==> config.mk <==
export PLATFORM = sky130hd
export DESIGN_NAME = strict_decimal_int_parser
export DESIGN_NICKNAME = d
export VERILOG_FILES = /design/src/rtl/sdip_pkg.sv /design/src/rtl/strict_decimal_int_parser.sv
export SDC_FILE = /design/constraint.sdc
export NUM_CORES = 1
export LEC_CHECK = 0
export BUFFER_PORTS_ARGS = -buffer_cell sky130_fd_sc_hd__buf_2
export CORE_MARGIN = 5
export CORE_UTILIZATION = 55
export CTS_CLUSTER_DIAMETER = 80
export DETAILED_ROUTE_END_ITERATION = 8
export PLACE_DENSITY_LB_ADDON = 0.1
export REMOVE_ABC_BUFFERS = 1
export SLEW_MARGIN = 20
export SYNTH_ARGS = -nofsm -noshare
export SYNTH_HDL_FRONTEND = slang
export SYNTH_SLANG_ARGS = --single-unit
==> constraint.sdc <==
create_clock -name clk_i -period 17.8 [get_ports clk_i]
set_input_delay 3.56 -clock clk_i [delete_from_list [all_inputs] [get_ports clk_i]]
set_output_delay 3.56 -clock clk_i [all_outputs]
set_load 0.05 [all_outputs]
==> src/rtl/sdip_pkg.sv <==
`timescale 1ns / 1ps
// ---------------------------------------------------------------------------
// sdip_pkg
// Shared types and constants for the strict decimal integer parser.
// ---------------------------------------------------------------------------
package sdip_pkg;

  // Default longest string whose character positions are told apart.
  localparam int unsigned DEFAULT_MAX_LEN = 1024;

  // Fixed field widths of the stream items.
  localparam int unsigned CHAR_W  = 8;
  localparam int unsigned VALUE_W = 32;
  localparam int unsigned CODE_W  = 3;
  localparam int unsigned EPOS_W  = 10;
  localparam int unsigned OUT_W   = 48;

  // Character codes of interest.
  localparam logic [CHAR_W-1:0] CHAR_PLUS  = 8'h2B;
  localparam logic [CHAR_W-1:0] CHAR_MINUS = 8'h2D;
  localparam logic [CHAR_W-1:0] CHAR_ZERO  = 8'h30;
  localparam logic [CHAR_W-1:0] CHAR_NINE  = 8'h39;

  // Magnitude limits for the two signs.
  localparam logic [35:0] LIMIT_POS = 36'h0_7FFF_FFFF;
  localparam logic [35:0] LIMIT_NEG = 36'h0_8000_0000;

  typedef enum logic [CODE_W-1:0] {
    ERR_NONE      = 3'd0,
    ERR_EMPTY     = 3'd1,
    ERR_SIGN_ONLY = 3'd2,
    ERR_EXTRA     = 3'd3,
    ERR_INVALID   = 3'd4,
    ERR_LEADZERO  = 3'd5,
    ERR_OVERFLOW  = 3'd6
  } err_code_e;

endpackage

==> src/rtl/strict_decimal_int_parser.sv <==
`timescale 1ns / 1ps
// ---------------------------------------------------------------------------
// strict_decimal_int_parser
// Streams a decimal string in, one character per item, and returns its
// signed 32-bit value together with an error code and error position.
// ---------------------------------------------------------------------------
// Usage
// The input channel carries one character per item in s_axis_tdata_i. When
// s_axis_tuser_i is high the item carries no character; with s_axis_tlast_i
// it ends the string without adding a character, without it the item is simply dropped. The
// item with s_axis_tlast_i high ends the string and produces exactly one
// result item on the output channel; all other items produce none.
// Each character is folded into the running state in the cycle it is
// accepted: a multiply by ten (two shifts and an add), a range check against
// the signed limit and the error ranking form a single short path. The
// result is written to the output register on the edge that accepts the
// final item, so it is visible in the cycle after.
// Throughput is one item per cycle; the input is only held off while a
// result sits in the output register and the receiver is not taking it.
// Reset clears the parse state and empties the output register. A string
// of any length is accepted; character positions saturate at MAX_LEN - 1
// and reported positions carry their low ten bits.
// ---------------------------------------------------------------------------
module strict_decimal_int_parser
  import sdip_pkg::*;
#(
  parameter int unsigned MAX_LEN = DEFAULT_MAX_LEN
) (
  input  logic              clk_i,
  input  logic              rst_ni,
  // Input channel.
  input  logic              s_axis_tvalid_i,
  output logic              s_axis_tready_o,
  input  logic [CHAR_W-1:0] s_axis_tdata_i,   // [7:0] char_code
  input  logic              s_axis_tuser_i,   // [0] no_char
  input  logic              s_axis_tlast_i,   // end_of_string
  // Result channel.
  output logic              m_axis_tvalid_o,
  input  logic              m_axis_tready_i,
  output logic [OUT_W-1:0]  m_axis_tdata_o    // [31:0] parsed_value,
                                              // [34:32] error_code,
                                              // [44:35] error_position,
                                              // [47:45] zero
);

  // Counter wide enough to hold MAX_LEN itself; positions need one less.
  localparam int unsigned CNT_W = $clog2(MAX_LEN + 1);
  localparam int unsigned POS_W = (MAX_LEN > 1) ? $clog2(MAX_LEN) : 1;
  localparam int unsigned EXT_W = (POS_W > EPOS_W) ? POS_W : EPOS_W;

  // Parse state.
  logic [CNT_W-1:0]  char_pos_q, char_pos_upd, char_pos_d;
  logic              neg_q, neg_upd, neg_d;
  logic [1:0]        dcnt_q, dcnt_upd, dcnt_d;
  logic              fdz_q, fdz_upd, fdz_d;
  logic              start_q, start_upd, start_d;
  logic [VALUE_W-1:0] acc_q, acc_upd, acc_d;
  err_code_e         herr_q, herr_upd, herr_d;
  logic [EPOS_W-1:0] hpos_q, hpos_upd, hpos_d;
  logic              ovf_q, ovf_upd, ovf_d;
  logic [EPOS_W-1:0] opos_q, opos_upd, opos_d;

  // Result register.
  logic              out_valid_q, out_valid_d;
  logic [OUT_W-1:0]  out_data_q, out_data_d;

  logic              in_fire;
  logic              take_char;
  logic              is_sign;
  logic              is_digit;
  logic [3:0]        digit;
  logic [POS_W-1:0]  pos_sat;
  logic [EXT_W-1:0]  pos_ext;
  logic [EPOS_W-1:0] pos10;
  logic [35:0]       acc_wide;
  logic [35:0]       acc_next;
  logic [35:0]       limit;

  err_code_e         res_code;
  logic [EPOS_W-1:0] res_pos;
  logic [VALUE_W-1:0] res_value;

  // The output register parts the two sides: a new item is taken whenever
  // the register is empty or its contents leave in this cycle.
  assign s_axis_tready_o = !out_valid_q || m_axis_tready_i;
  assign in_fire         = s_axis_tvalid_i && s_axis_tready_o;
  assign take_char       = in_fire && !s_axis_tuser_i;

  assign is_sign  = (s_axis_tdata_i == CHAR_PLUS) || (s_axis_tdata_i == CHAR_MINUS);
  assign is_digit = (s_axis_tdata_i >= CHAR_ZERO) && (s_axis_tdata_i <= CHAR_NINE);
  assign digit    = 4'(s_axis_tdata_i - CHAR_ZERO);

  // Position of the current character, held at the last index once the
  // counter has reached MAX_LEN.
  assign pos_sat = (char_pos_q == CNT_W'(MAX_LEN)) ? POS_W'(MAX_LEN - 1)
                                                   : char_pos_q[POS_W-1:0];
  assign pos_ext = EXT_W'(pos_sat);
  assign pos10   = pos_ext[EPOS_W-1:0];

  // Times ten as eight plus two, then the new digit.
  assign acc_wide = {4'd0, acc_q};
  assign acc_next = (acc_wide << 3) + (acc_wide << 1) + 36'(digit);
  assign limit    = neg_q ? LIMIT_NEG : LIMIT_POS;

  // State after the character of this item has been taken in.
  always_comb begin
    char_pos_upd = char_pos_q;
    neg_upd      = neg_q;
    dcnt_upd     = dcnt_q;
    fdz_upd      = fdz_q;
    start_upd    = start_q;
    acc_upd      = acc_q;
    herr_upd     = herr_q;
    hpos_upd     = hpos_q;
    ovf_upd      = ovf_q;
    opos_upd     = opos_q;
    if (take_char) begin
      if ((char_pos_q == '0) && is_sign) begin
        // A leading sign sets the polarity and shifts the digit start.
        neg_upd   = (s_axis_tdata_i == CHAR_MINUS);
        start_upd = 1'b1;
      end else if (is_sign) begin
        if (herr_q == ERR_NONE) begin
          herr_upd = ERR_EXTRA;
          hpos_upd = pos10;
        end
      end else if (!is_digit) begin
        if (herr_q == ERR_NONE) begin
          herr_upd = ERR_INVALID;
          hpos_upd = pos10;
        end
      end else begin
        if (dcnt_q == 2'd0) begin
          fdz_upd = (digit == 4'd0);
        end
        if (dcnt_q != 2'd2) begin
          dcnt_upd = dcnt_q + 2'd1;
        end
        // The accumulator freezes at the first digit that passes the limit.
        if (!ovf_q) begin
          if (acc_next > limit) begin
            ovf_upd  = 1'b1;
            opos_upd = pos10;
          end else begin
            acc_upd = acc_next[VALUE_W-1:0];
          end
        end
      end
      if (char_pos_q != CNT_W'(MAX_LEN)) begin
        char_pos_upd = char_pos_q + CNT_W'(1);
      end
    end
  end

  // Error ranking on the updated state.
  always_comb begin
    res_code  = ERR_NONE;
    res_pos   = '0;
    res_value = '0;
    if (char_pos_upd == '0) begin
      res_code = ERR_EMPTY;
    end else if ((char_pos_upd == CNT_W'(1)) && start_upd) begin
      res_code = ERR_SIGN_ONLY;
    end else if (herr_upd != ERR_NONE) begin
      res_code = herr_upd;
      res_pos  = hpos_upd;
    end else if (fdz_upd && (dcnt_upd == 2'd2)) begin
      res_code = ERR_LEADZERO;
      res_pos  = EPOS_W'(start_upd);
    end else if (ovf_upd) begin
      res_code = ERR_OVERFLOW;
      res_pos  = opos_upd;
    end else begin
      res_value = neg_upd ? (VALUE_W'(0) - acc_upd) : acc_upd;
    end
  end

  // Next state: the string's last item returns everything to reset values.
  always_comb begin
    char_pos_d = char_pos_upd;
    neg_d      = neg_upd;
    dcnt_d     = dcnt_upd;
    fdz_d      = fdz_upd;
    start_d    = start_upd;
    acc_d      = acc_upd;
    herr_d     = herr_upd;
    hpos_d     = hpos_upd;
    ovf_d      = ovf_upd;
    opos_d     = opos_upd;
    if (in_fire && s_axis_tlast_i) begin
      char_pos_d = '0;
      neg_d      = 1'b0;
      dcnt_d     = 2'd0;
      fdz_d      = 1'b0;
      start_d    = 1'b0;
      acc_d      = '0;
      herr_d     = ERR_NONE;
      hpos_d     = '0;
      ovf_d      = 1'b0;
      opos_d     = '0;
    end
  end

  // Output register load and drain.
  always_comb begin
    out_valid_d = out_valid_q;
    out_data_d  = out_data_q;
    if (in_fire && s_axis_tlast_i) begin
      out_valid_d = 1'b1;
      out_data_d  = {3'b000, res_pos, res_code, res_value};
    end else if (m_axis_tready_i) begin
      out_valid_d = 1'b0;
    end
  end

  always_ff @(posedge clk_i or negedge rst_ni) begin
    if (!rst_ni) begin
      char_pos_q  <= '0;
      neg_q       <= 1'b0;
      dcnt_q      <= 2'd0;
      fdz_q       <= 1'b0;
      start_q     <= 1'b0;
      acc_q       <= '0;
      herr_q      <= ERR_NONE;
      hpos_q      <= '0;
      ovf_q       <= 1'b0;
      opos_q      <= '0;
      out_valid_q <= 1'b0;
    end else begin
      char_pos_q  <= char_pos_d;
      neg_q       <= neg_d;
      dcnt_q      <= dcnt_d;
      fdz_q       <= fdz_d;
      start_q     <= start_d;
      acc_q       <= acc_d;
      herr_q      <= herr_d;
      hpos_q      <= hpos_d;
      ovf_q       <= ovf_d;
      opos_q      <= opos_d;
      out_valid_q <= out_valid_d;
    end
  end

  // The result payload needs no reset; it is only read while valid.
  always_ff @(posedge clk_i) begin
    out_data_q <= out_data_d;
  end

  assign m_axis_tvalid_o = out_valid_q;
  assign m_axis_tdata_o  = out_data_q;

`ifndef SYNTHESIS
  // Input is held off only while a result is waiting.
  assert property (@(posedge clk_i) disable iff (!rst_ni)
    !s_axis_tready_o |-> m_axis_tvalid_o)
    else $error("input stalled with no result pending");

  // The last item of a string always leaves a result in the next cycle.
  assert property (@(posedge clk_i) disable iff (!rst_ni)
    (s_axis_tvalid_i && s_axis_tready_o && s_axis_tlast_i) |=> m_axis_tvalid_o)
    else $error("string end produced no result");

  // An error result carries a zero value.
  assert property (@(posedge clk_i) disable iff (!rst_ni)
    (m_axis_tvalid_o && (m_axis_tdata_o[34:32] != ERR_NONE))
      |-> (m_axis_tdata_o[31:0] == '0))
    else $error("error result with non-zero value");

  // Only positional errors report a position.
  assert property (@(posedge clk_i) disable iff (!rst_ni)
    (m_axis_tvalid_o && ((m_axis_tdata_o[34:32] == ERR_NONE) ||
                         (m_axis_tdata_o[34:32] == ERR_EMPTY) ||
                         (m_axis_tdata_o[34:32] == ERR_SIGN_ONLY)))
      |-> (m_axis_tdata_o[44:35] == '0))
    else $error("position reported for a non-positional result");
`endif

endmodule
; Yosys cells after proc, flatten, opt, wreduce, memory -nomap -nowiden
; Index checks and enable logic that the tools add are counted.
[word_totals]
reg_bits = 118
ramBits = 0
word_cells = 117
latch_bits = 0
memories = 0
mem_bits_ro = 0
[classes]
reduce_logical = 20
eq_ne = 7
muxes = 67
n_mul = 0
shifts = 0
n_div = 0
n_bitwise = 0
n_lt_le_gt_ge = 3
n_addsub = 6
[op_table]
columns = op, n
row1 = $mux W32, 9
row2 = $mux W10, 17
row3 = $add A35 B33 Y36, 1
row4 = $add A36 B4 Y36, 1
row5 = $gt A36 B32 Y1, 1
row6 = $mux W11, 3
row7 = $sub A1 B32 Y32 const A, 1
row8 = $mux W3, 10
row9 = $logic_not A11 Y1, 2
row10 = $mux W1, 21
row11 = $eq A8 B6 Y1 const B, 2
row12 = $mux W2, 7
row13 = $add A11 B1 Y11 const B, 1
row14 = $eq A11 B1 Y1 const B, 1
row15 = $eq A11 B11 Y1 const B, 1
row16 = $ne A11 B11 Y1 const B, 1
row17 = $ge A8 B6 Y1 const B, 1
row18 = $le A8 B6 Y1 const B, 1
row19 = $logic_and A1 B1 Y1, 7
row20 = $reduce_or A5 Y1, 1
row21 = $logic_not A4 Y1, 1
row22 = $sub A4 B1 Y4 const B, 1
row23 = $logic_not A3 Y1, 1
row24 = $reduce_bool A3 Y1, 1
row25 = 8 further kinds, 10

; Logic depth before layout (Yosys ltp)
; Gate-level depths: netlist of the first run.
[logic_depth]
word_depth = 13
depth_mapped = 31
depth_no_buf = 28

; Least setup slack after synthesis of the first run
; Ideal clock, no wire load.
[synth_timing]
path_type = input to register
from = input s_axis_tdata_i[3]
to = register out_data_q[30] (netlist: m_axis_tdata_o[30]), data pin
path_buffers = 3
t_required_ns = 17.529
stages = 27
arrival_ns = 9.896
path_slack_ns = 7.633
cell_sequence = fa_1 -> fa_1 -> a211o_1 -> a21oi_4 -> a2111oi_4 -> or3_1 -> a311oi_1 -> ha_1 -> nand4_1 -> nor2_1 -> nand3_1 -> mux2_2 -> o311ai_0 -> o211ai_1 -> nor4_2 -> buf_2 -> buf_2 -> mux2i_1 -> ha_1 -> clkbuf_2 -> nand4b_1 -> or4_1 -> nor2_1 -> mux2i_1 -> a211oi_1 -> o21a_1 -> nor3_1
[synth_between]
elab_chain_cells = 11
word_cells_on_any_way = 47
cone_classes = 3 x add/sub / 3 x order compare / 3 x eq/ne / 30 x mux / 8 x reduce/logical
[synth_rtl]
columns = element, line
row1 = start: declaration, strict_decimal_int_parser.sv:34  ; input logic [CHAR_W-1:0] s_axis_tdata_i,
row2 = $sub A4 B1 Y4, strict_decimal_int_parser.sv:91  ; assign digit = 4'(s_axis_tdata_i - CHAR_ZERO);
row3 = $add A36 B4 Y36, strict_decimal_int_parser.sv:102  ; assign acc_next = (acc_wide << 3) + (acc_wide << 1) + 36'(digit);
row4 = $gt A36 B32 Y1, strict_decimal_int_parser.sv:141  ; if (acc_next > limit) begin
row5 = $mux W32, strict_decimal_int_parser.sv:141
row6 = $mux W32, strict_decimal_int_parser.sv:140  ; if (!ovf_q) begin
row7 = $mux W32, strict_decimal_int_parser.sv:127  ; end else if (!is_digit) begin
row8 = $mux W32, strict_decimal_int_parser.sv:122  ; end else if (is_sign) begin
row9 = $mux W32, strict_decimal_int_parser.sv:118  ; if ((char_pos_q == '0) && is_sign) begin
row10 = $mux W32, strict_decimal_int_parser.sv:117  ; if (take_char) begin
row11 = $sub A1 B32 Y32, strict_decimal_int_parser.sv:174  ; res_value = neg_upd ? (VALUE_W'(0) - acc_upd) : acc_upd;
row12 = $mux W32, strict_decimal_int_parser.sv:174
row13 = end signal: assignment, strict_decimal_int_parser.sv:246  ; out_data_q <= out_data_d;
row14 = end: declaration, strict_decimal_int_parser.sv:65  ; logic [OUT_W-1:0] out_data_q, out_data_d;
; Parallel ways exist; a longest one is shown, timed or not.
; A chain may end at the register's enable or synchronous reset.

; Worst setup path in the final report of the first run
[layout_timing]
from = input s_axis_tdata_i[3]
to = register out_data_q[26] (netlist: m_axis_tdata_o[26]), data pin
; Same word-level chain as after synthesis.

==> flow_results.org, run 1 <==
** GRT
- Number of global-route vias before repair :: about 8400
- Entering global routing, the biggest net connects between 60 and 70 pins.
- Initial antenna violation count :: 0
- GRT Resource Usage Total :: a little over a quarter
- After global routing the overflow that remains totals 0.
- Wire length of the first global-routing pass :: 43900 um

** Timing
- Total of endpoints with negative setup slack in the final report :: 0
- After layout, the worst path uses roughly 60% of the clock period.
- Pins Over Slew Limit :: 0
- Derived from the worst setup path, the maximum achievable clock frequency is 92.9 MHz.
- At the pin with the least slew margin, the transition time is around 1100 ps.
- Worst-case clock skew :: ~11 ps
- Setup repair after global routing left no endpoint under its margin.
- Subtracting the final worst setup slack from the clock period gives 10760 ps.
- Hold violation count in the final report :: 0
- Final worst-path setup slack :: roughly 7000 ps
- TNS Setup :: 0 ps
- Max-Slew Margin vs Limit :: between 20% and 30%

** Hold path
- The worst hold path begins at start_q.
- The worst hold path belongs to the class flop to flop.

** Die
- Chip Width :: around 140 um
- Starting utilization of the core area :: a little under three fifths
- The floorplan step set the die height to roughly 140 um.
- Core Footprint :: 17800 um2
- Number of core rows :: 49
- Die Area :: around 21000 um2
- IO Pins :: 64

** Placement
- Post-place instance area :: around 10000 um2
- Timing analysis after detailed placement gives a worst setup slack of 6730 ps.
- During placement, the flow inserted port buffers numbering 60.
- Detailed placement finished with a half-perimeter wire length of 19700 um.
- Routability-driven placement finished with a final weighted congestion of 0.920.
- Number of cells after detailed placement :: between 1000 and 1500

** Power and ir drop
- Power spread over the standard cell area amounts to around 73 nW/um2.
- Summed over all cells, the static leakage comes to slightly below 5 nW.
- IR analysis of the VDD net gives a maximum drop of ~0.000070 V.

** Clock tree
- CTS saw approximately 120 sinks.
- The clock tree synthesis step divided the H-tree into 4 levels.
- The root buffer cell chosen for the clock tree is clkbuf_16.
- Skew-Pair Late Insertion Delay :: roughly 430 ps
- Hold repair after CTS inserted 0 buffers.
- Clock-pin slew was measured on the worst setup and hold paths at approximately 60 ps.
- No sink is reached through more buffers than the 2 on the longest clock path.
- Buffers inserted during clock tree synthesis total 17.
- The number of gates resized after CTS was 0.
- Clock tree from TritonCTS :: built
- Post-CTS setup-driven buffer insertion count :: 0

** Final layout
- Final core occ :: about three fifths
- Once layout is complete, the cells apart from fillers number 1400.
- Count of antenna diodes in the layout :: 0
- With fillers left out, the area of the finished cells amounts to 10900 um2.
- Fraction of layout instances using a drive strength above 1 :: 12.3%
- Summing all multi-input logic gate instances after layout gives ~6400 um2.
- Synthesis-to-layout area growth :: 10.7%
- For this run, the post-layout net count is roughly 1300.
- Area used by sequential logic in the layout :: between 3000 and 4000 um2
- # fillers :: around 1600

** Critical path
- Cell with the largest stage delay on the worst path :: a311oi_1
- Worst reg2reg path endpoint :: m_axis_tdata_o[26]
- Flop2flop setup slack :: slightly below 10000 ps
- Start point of the critical path :: s_axis_tdata_i[3]
- CP delay by family, top :: compound AO/OA/AOI/OAI gates
- Cell-by-cell trace of the critical path :: buf_2 -> fa_1 -> fa_1 -> a211o_1 -> a21oi_4 -> a2111oi_4 -> or3_1 -> a311oi_1 -> ha_1 -> nand4_1 -> nor2_1 -> nand3_1 -> mux2_2 -> o311ai_0 -> o211ai_1 -> nor4_4 -> mux2i_1 -> ha_1 -> nand4b_1 -> or4_1 -> mux2i_1 -> a21oi_1 -> xor2_1 -> nor2_1
- Endpoint of the worst setup timing path :: m_axis_tdata_o[26]
- The worst setup path is captured at a flop.
- In this run the number of cells on the critical path is 24.
- Arrival time worst endpoint :: around 11000 ps
- For the worst flop-to-flop path, the logic depth is 23.
- In this design, the stage delay of the slowest critical-path cell is ~950 ps.
- In this run the worst path has a maximum fanout of 8.
- The critical path is of the input pin to flop type.
- STA puts the critical path data required time at about 18000 ps.
- STA classifies the critical path startpoint as an input pin.
- The startpoint identified for the worst register-to-register timing path is acc_q[2].
- Buffers and inverters on the worst path :: 1

** Synthesis
- After synthesis, the most frequently instantiated cells are 189 x nor2_1, 101 x ha_1, 85 x a21oi_1.
- The mapped netlist covers about 9900 um2.
- Most common flop cell mapped by yosys :: dfrtp_1
- Post-Syn Area per Cell :: 8.80 um2
- In the synthesized netlist, the number of instances is 1121.
- Yosys mapped a number of flops with a built-in enable equal to between 40 and 50.
- By instance count, the leading cell after synthesis is nor2_1.
- The Yosys step of the flow raised 0 warnings.
- Flip-flop and latch count after synthesis :: between 100 and 150
- Cell types occupying the most area after synthesis :: dfrtp_1 19%, edfxtp_1 14%, ha_1 13%
- Async set-or-reset flop fraction in the synthesized netlist :: between 60% and 70%
- The top cell type by area accounts for 18.5% of the synthesized area.
- dfrtp_1 takes more of the synthesized area than any other cell.
- Synthesis instantiated 80 different standard cells from the library.
- After synthesis, flip-flops and latches occupy ~32% of the total area.

** Detailed routing
- Post-route ant nets :: 0
- The first routing iteration left between 700 and 800 violations.
- Final WL :: 27100 um
- Across all layers, the routed design uses a little under 9000 vias.
- For this run, the detailed router's first-pass iteration total came to 5.
- Number of vias per cell :: 6.20
- After detailed routing, the number of remaining DRC violations is 0.
- Mean routed wirelength per cell :: between 15 and 20 um

** Run status
- The flow ran to the end, and the final reports show no timing, DRC or antenna violations.

** Flow run
- Max_cap viols :: 0
-- logic make-up after synthesis --
| kind of cell | after synthesis | share of synthesized area, % |
|---|---|---|
| other | 1 | 0.0380 |
| DFF | 118 | 32.2 |
| buffers and inverters | 76 | 3.13 |
| adders and majority gates | 103 | 13.2 |
| muxes | 64 | 6.65 |
| AOI/OAI and AO/OA | 245 | 17.1 |
| xor gates and xnor gates | 63 | 5.59 |
| and+or+nand+nor | 451 | 22.0 |
-- power breakdown --
part	switching [mW]	leakage (nW)	internal, mW
combinational	0.102	3.13	0.0433
clock	0.143	0.291	0.204
sequential	0.0121	1.44	0.291
total	0.257	4.86	0.538
-- registers in the layout, indices dropped and copies added, names as in the netlist, 2 cells and up --
| register | cells |
|---|---|
| herr_q | 3 |
| char_pos_q | 11 |
| hpos_q | 10 |
| m_axis_tdata_o | 45 |
| opos_q | 10 |
| acc_q | 32 |
| dcnt_q | 2 |
-- metrics by stage --
stage	hold WS, ps	total power [mW]
global placement	479	0.450
finish	506	0.795
global route	524	0.828
floorplan	465	0.405
CTS	511	0.797
detailed placement	497	0.453
-- area by class of cell --
class / instances / area share (%)
Inverter: 24 / 0.825
Clock inverter: 11 / 0.757
Multi-Input combinational cell: 929 / 58.7
Clock buffer: 21 / 4.61
Timing Repair Buffer: 68 / 3.32
Sequential cell: 118 / 29.1
Tap cell: 229 / 2.62
-- worst reg2reg max path: stages (launching register included) --
cell       delay (ps)
dfrtp_1           560
fa_1              540
fa_1              490
a211o_1           360
a21oi_4           220
a2111oi_4         150
or3_1             460
a311oi_1          950
ha_1              260
nand4_1            80
nor2_1            140
nand3_1           100
mux2_2            300
o311ai_0          150
o211ai_1          300
nor4_4            480
mux2i_1           350
ha_1              440
nand4b_1          180
or4_1             470
mux2i_1           450
a21oi_1           160
xor2_1            170
nor2_1             60
-- worst min-delay path by stage --
stage	end	slack, ps	cells past startpoint
3_3_place_gp	hpos_q[5]	480	2
3_5_place_dp	start_q	500	2
2_1_floorplan	hpos_q[4]	470	2
5_1_grt	hpos_q[1]	520	2
4_1_cts	hpos_q[1]	510	2
6_report	start_q	510	2
-- metal layers --
layer / wire (um) / track usage (%)
met1: 12600 / 37.7
met2: 12500 / 42.7
met3: 1590 / 4.83
met4: 473 / 7.48
met5: 0 / 0
-- layout by cell type (no fill, tap or decap), types with 8 or more instances in the layout --
cell and count:
a211oi_1 10, dfrtp_1 72, inv_1 23, o21ai_0 41
nor4_1 21, ha_1 101, nand2_1 75, buf_4 9
o21a_1 13, nand3_1 32, a21oi_1 85, nand4_1 16
xnor2_1 31, xor2_1 32, clkbuf_16 19, o211ai_1 8
mux2_2 12, nor3_1 32, nor2_1 189, mux2i_1 52
a21o_1 14, edfxtp_1 45, a31oi_1 8, or3_1 15
nor3b_1 8, buf_2 59, nor2b_1 9, nand2b_1 9
Power figures use the tool's default switching activity.
==> run 2, diff against run 1 <==
- ABC_AREA: unset -> 1
- clock period: 17.8 -> 10.9 ns (I/O delays scaled with it)
==> flow_results.org, run 2 <==
** Final layout
- Commonest cells after routing, fill and taps aside :: 368 x nand2_1, 223 x nor2_1, 181 x inv_1
- Cell area after layout :: ~11000 um2
- Final layout net count :: 1580
- The filler cells instantiated in the layout total between 1500 and 2000.
- Leaving out fill and tap cells, the most frequent cell in the layout is nand2_1.
- Summing all multi-input logic gate instances after layout gives ~5800 um2.
- Count of antenna diodes in the layout :: 0
- The finished layout holds roughly 1700 standard cells, fillers aside.
- In the final layout, the share of cells above drive strength 1 is 10.7%.
- Synthesis-to-layout area growth :: 11.2%
- Area used by sequential logic in the layout :: around 3200 um2
- The register with the most flip-flops in the layout has 45 of them.
- At the end of the flow the core is filled with cells to between 60% and 70%.

** Critical path
- For flop-to-flop paths, the worst setup slack is between 4000 and 5000 ps.
- Arrival time worst endpoint :: 8430 ps
- Of all nets on the critical path, the largest fanout is just over 60.
- Max stage delay on crit path :: between 700 and 800 ps
- Worst r2r src :: acc_q[0]
- Cells on worst reg2reg path :: 29
- Kind of end point of the critical path :: flop
- At the worst endpoint, the required time is roughly 11000 ps.
- STA classifies the critical path startpoint as an input pin.
- Cell with the largest stage delay on the worst path :: nand4_4
- Most prevalent standard cell on the critical path :: nand2_1
- The worst setup path is of the input pin to flop kind.
- The worst register-to-register path ends at m_axis_tdata_o[22].

** Synthesis
- Number of standard cells after synthesis :: 1402
- After Yosys synthesis, full adders, half adders and majority gates account for a little over an eighth of the synthesized area.
- After Yosys synthesis, XOR and XNOR cells account for 3.21% of the synthesized area.
- Area of the mapped netlist :: about 9800 um2
- Multiplexer cells account for less than 1% of the synthesized area.
- Most common flop cell mapped by yosys :: dfrtp_1
- Main combinational cell family by area after synthesis :: simple AND/OR/NAND/NOR gates
- Summing the areas of all and, or, nand and nor instances in the mapped netlist gives between 30% and 40% of the synthesized area.
- Of all flip-flops after synthesis, the portion carrying an async set or reset was between 60% and 70%.
- After synthesis, the cell types taking the most area are dfrtp_1 19%, nand2_1 14%, edfxtp_1 14%.
- Most used standard cell by instance count after synthesis :: nand2_1
- The synthesized netlist devotes a little over a tenth of its cell area to compound gates.
- Yosys printed 0 warnings.
- Cell types with the highest counts after synthesis :: 368 x nand2_1, 223 x nor2_1, 181 x inv_1
- The number of different library cells used by synthesis comes to a little over 50.
- Fraction of post-synthesis cell area in the top cell type by area :: around a fifth
- Cell type contributing the most total cell area after synthesis :: dfrtp_1
- Sequential area share after synthesis :: 32.4%
- Post-Syn Area per Cell :: between 7 and 8 um2
- After synthesis the netlist holds a flip-flop and latch count of around 120.
- Yosys mapped a number of flops with a built-in enable equal to 45.

** Run status
- Status :: finished clean

** Power and ir drop
- Power density of the placed cells :: around 120 nW/um2
- The analysis attributes to cell leakage a power of 6.30 nW.
- Combinational logic is responsible for 17.8% of the overall power.
- Across the VDD grid, the largest voltage drop is 0.000102 V.
- Of the total power, registers draw roughly 38%.
- Clk network pwr share :: around 45%
- Fraction of power spent switching nets :: approximately 33%
- Total power :: roughly 1.3 mW
- The analysis attributes to net switching a power of approximately 430 uW.
- Cell internal power was estimated by the tool at between 800 and 900 uW.

** Detailed routing
- Drt drc :: 0
- Final WL :: 27600 um
- Via Count :: 9246
- After the first detailed-routing iteration, the DRC count stood at roughly 670.
- Length of the first detailed-routing pass in iterations :: 7
- In the final routed layout, each cell accounts on average for approximately 16 um.
- In the routed layout, each cell is associated on average with a via count of 5.44.
- Post-route ant nets :: 0

** Clock tree
- TritonCTS created 17 clock buffers.
- Clock tree from TritonCTS :: built
- Clock latency on the worst-skew pair, taken at its later pin, is about 440 ps.
- Clock-pin slew on the worst setup and hold paths :: 60 ps
- Number of H-tree levels :: 4
- Clock sink count :: approximately 120
- After clock tree synthesis, the setup repair step added 0 buffers.
- Number of buffers inserted for hold repair after clock tree synthesis :: 0
- Clock Tree Root :: clkbuf_16
- Total of cells resized after clock tree synthesis :: 0
- In this run the deepest clock path goes through 2 buffers.

** Die
- For this design the top-level I/O count stands at 64.
- Die Area :: about 21000 um2
- Number of core rows :: 48
- After floorplanning, the core was sized to cover between 15000 and 20000 um2.
- Chip Width :: 144 um
- Starting utilization of the core area :: between 50 and 60%
- Vertical extent of the die :: between 100 and 150 um

** GRT
- For this run the aggregate overflow at the end of global routing stands at 0.
- Entering global routing, the biggest net connects 95 pins.
- The via count of the first global-routing pass is about 8900.
- Across every metal layer, demand over resource in global routing totals around 28%.
- The number of antenna violations at the first check in global routing was 0.
- The first global-routing pass estimated ~45000 um of wire.

** Placement
- The placed instances occupy a cell area of 10300 um2.
- Once placement completed, the tool counted placed cells totaling between 1500 and 2000.
- Routability-driven placement finished with a final weighted congestion of roughly 1.
- Detailed Place HPWL :: about 21000 um
- Post-placement setup slack :: 2450 ps
- Port buffering added 60 buffers.

** Timing
- Pins Over Slew Limit :: 0
- Max-Slew Margin vs Limit :: between 20% and 30%
- Hold violation count in the final report :: 0
- Setup repair after global routing left no endpoint under its margin.
- Between clock sinks in the finished design, the worst skew comes to approximately 11 ps.
- For the final routed database, the setup TNS stands at 0 ps.
- For the pin with the worst max-slew slack, the measured transition is about 1100 ps.
- Static timing analysis puts the maximum clock frequency at about 120 MHz.
- Total of endpoints with negative setup slack in the final report :: 0
- On the final layout, the worst hold slack is roughly 520 ps.
- Final worst-path setup slack :: approximately 2700 ps
- The final critical path takes up 75.6% of the cycle.
- Final critical delay including setup and external delays :: 8240 ps

** Hold path
- Hold_sp :: herr_q[0]
- Hold depth :: 2
- The path class of the tightest hold or removal check is flop to flop.
- Min-Delay Endpoint :: herr_q[0]

** Flow run
- Across the run, the number of max-cap violations was 0.
run 2: cell count changes in the layout (fill, tap and decap cells not counted), moves of 20 or more:
cell     delta
nor2_1     +34
nand3_1    +21
inv_1     +158
nand2_1   +293
o21ai_1    +26
nor4_1     -20
mux2i_1    -50
run 2: per-layer routing:
layer,GRT usage (%),part of all wire (%)
met4,11.3,3.7
met2,44.8,46
met5,0,0
met1,36.8,44
met3,5.72,6.3
run 2: cell type report:
type,instances,area share [%]
Multi-Input combinational cell,1058,52.7
Timing Repair Buffer,64,3.08
Clock inverter,14,1.39
Clock buffer,18,4.13
Tap cell,225,2.58
Inverter,204,7.04
Sequential cell,118,29.1
run 2: how the worst max path moves through the flow:
| stage | endpoint | start | slack [ps] |
|---|---|---|---|
| after floorplan | m_axis_tdata_o[14] | s_axis_tdata_i[3] | 3690 |
| after global placement | m_axis_tdata_o[22] | s_axis_tdata_i[3] | 2740 |
| after detailed placement | m_axis_tdata_o[22] | s_axis_tdata_i[3] | 2450 |
| after CTS | m_axis_tdata_o[22] | s_axis_tdata_i[3] | 2850 |
| after global routing | m_axis_tdata_o[22] | s_axis_tdata_i[3] | 2160 |
| final | m_axis_tdata_o[22] | s_axis_tdata_i[3] | 2660 |
run 2: worst max-delay path: cells and delay by family:
family / cells / cell delay (ps)
AOI/OAI and AO/OA: 3 / 960
xor gates and xnor gates: 1 / 190
adders and majority gates: 4 / 1570
buffers and inverters: 2 / 210
and+or+nand+nor: 20 / 3260
run 2: cell families (layout without fill, tap and decap cells):
logic type / after synthesis / in the layout
xor gates and xnor gates: 36 / 36
AOI/OAI and AO/OA: 186 / 186
adders and majority gates: 103 / 103
DFF: 118 / 118
other: 1 / 3
and+or+nand+nor: 728 / 728
buffers and inverters: 228 / 300
muxes: 2 / 2
run 2: power groups by stage:
stage / clock [mW] / combinational [mW] / sequential [mW]
after floorplan: 0 / 0.134 / 0.530
after global placement: 0 / 0.228 / 0.503
after detailed placement: 0 / 0.231 / 0.503
after CTS: 0.591 / 0.233 / 0.495
after global routing: 0.610 / 0.260 / 0.497
final: 0.583 / 0.233 / 0.495
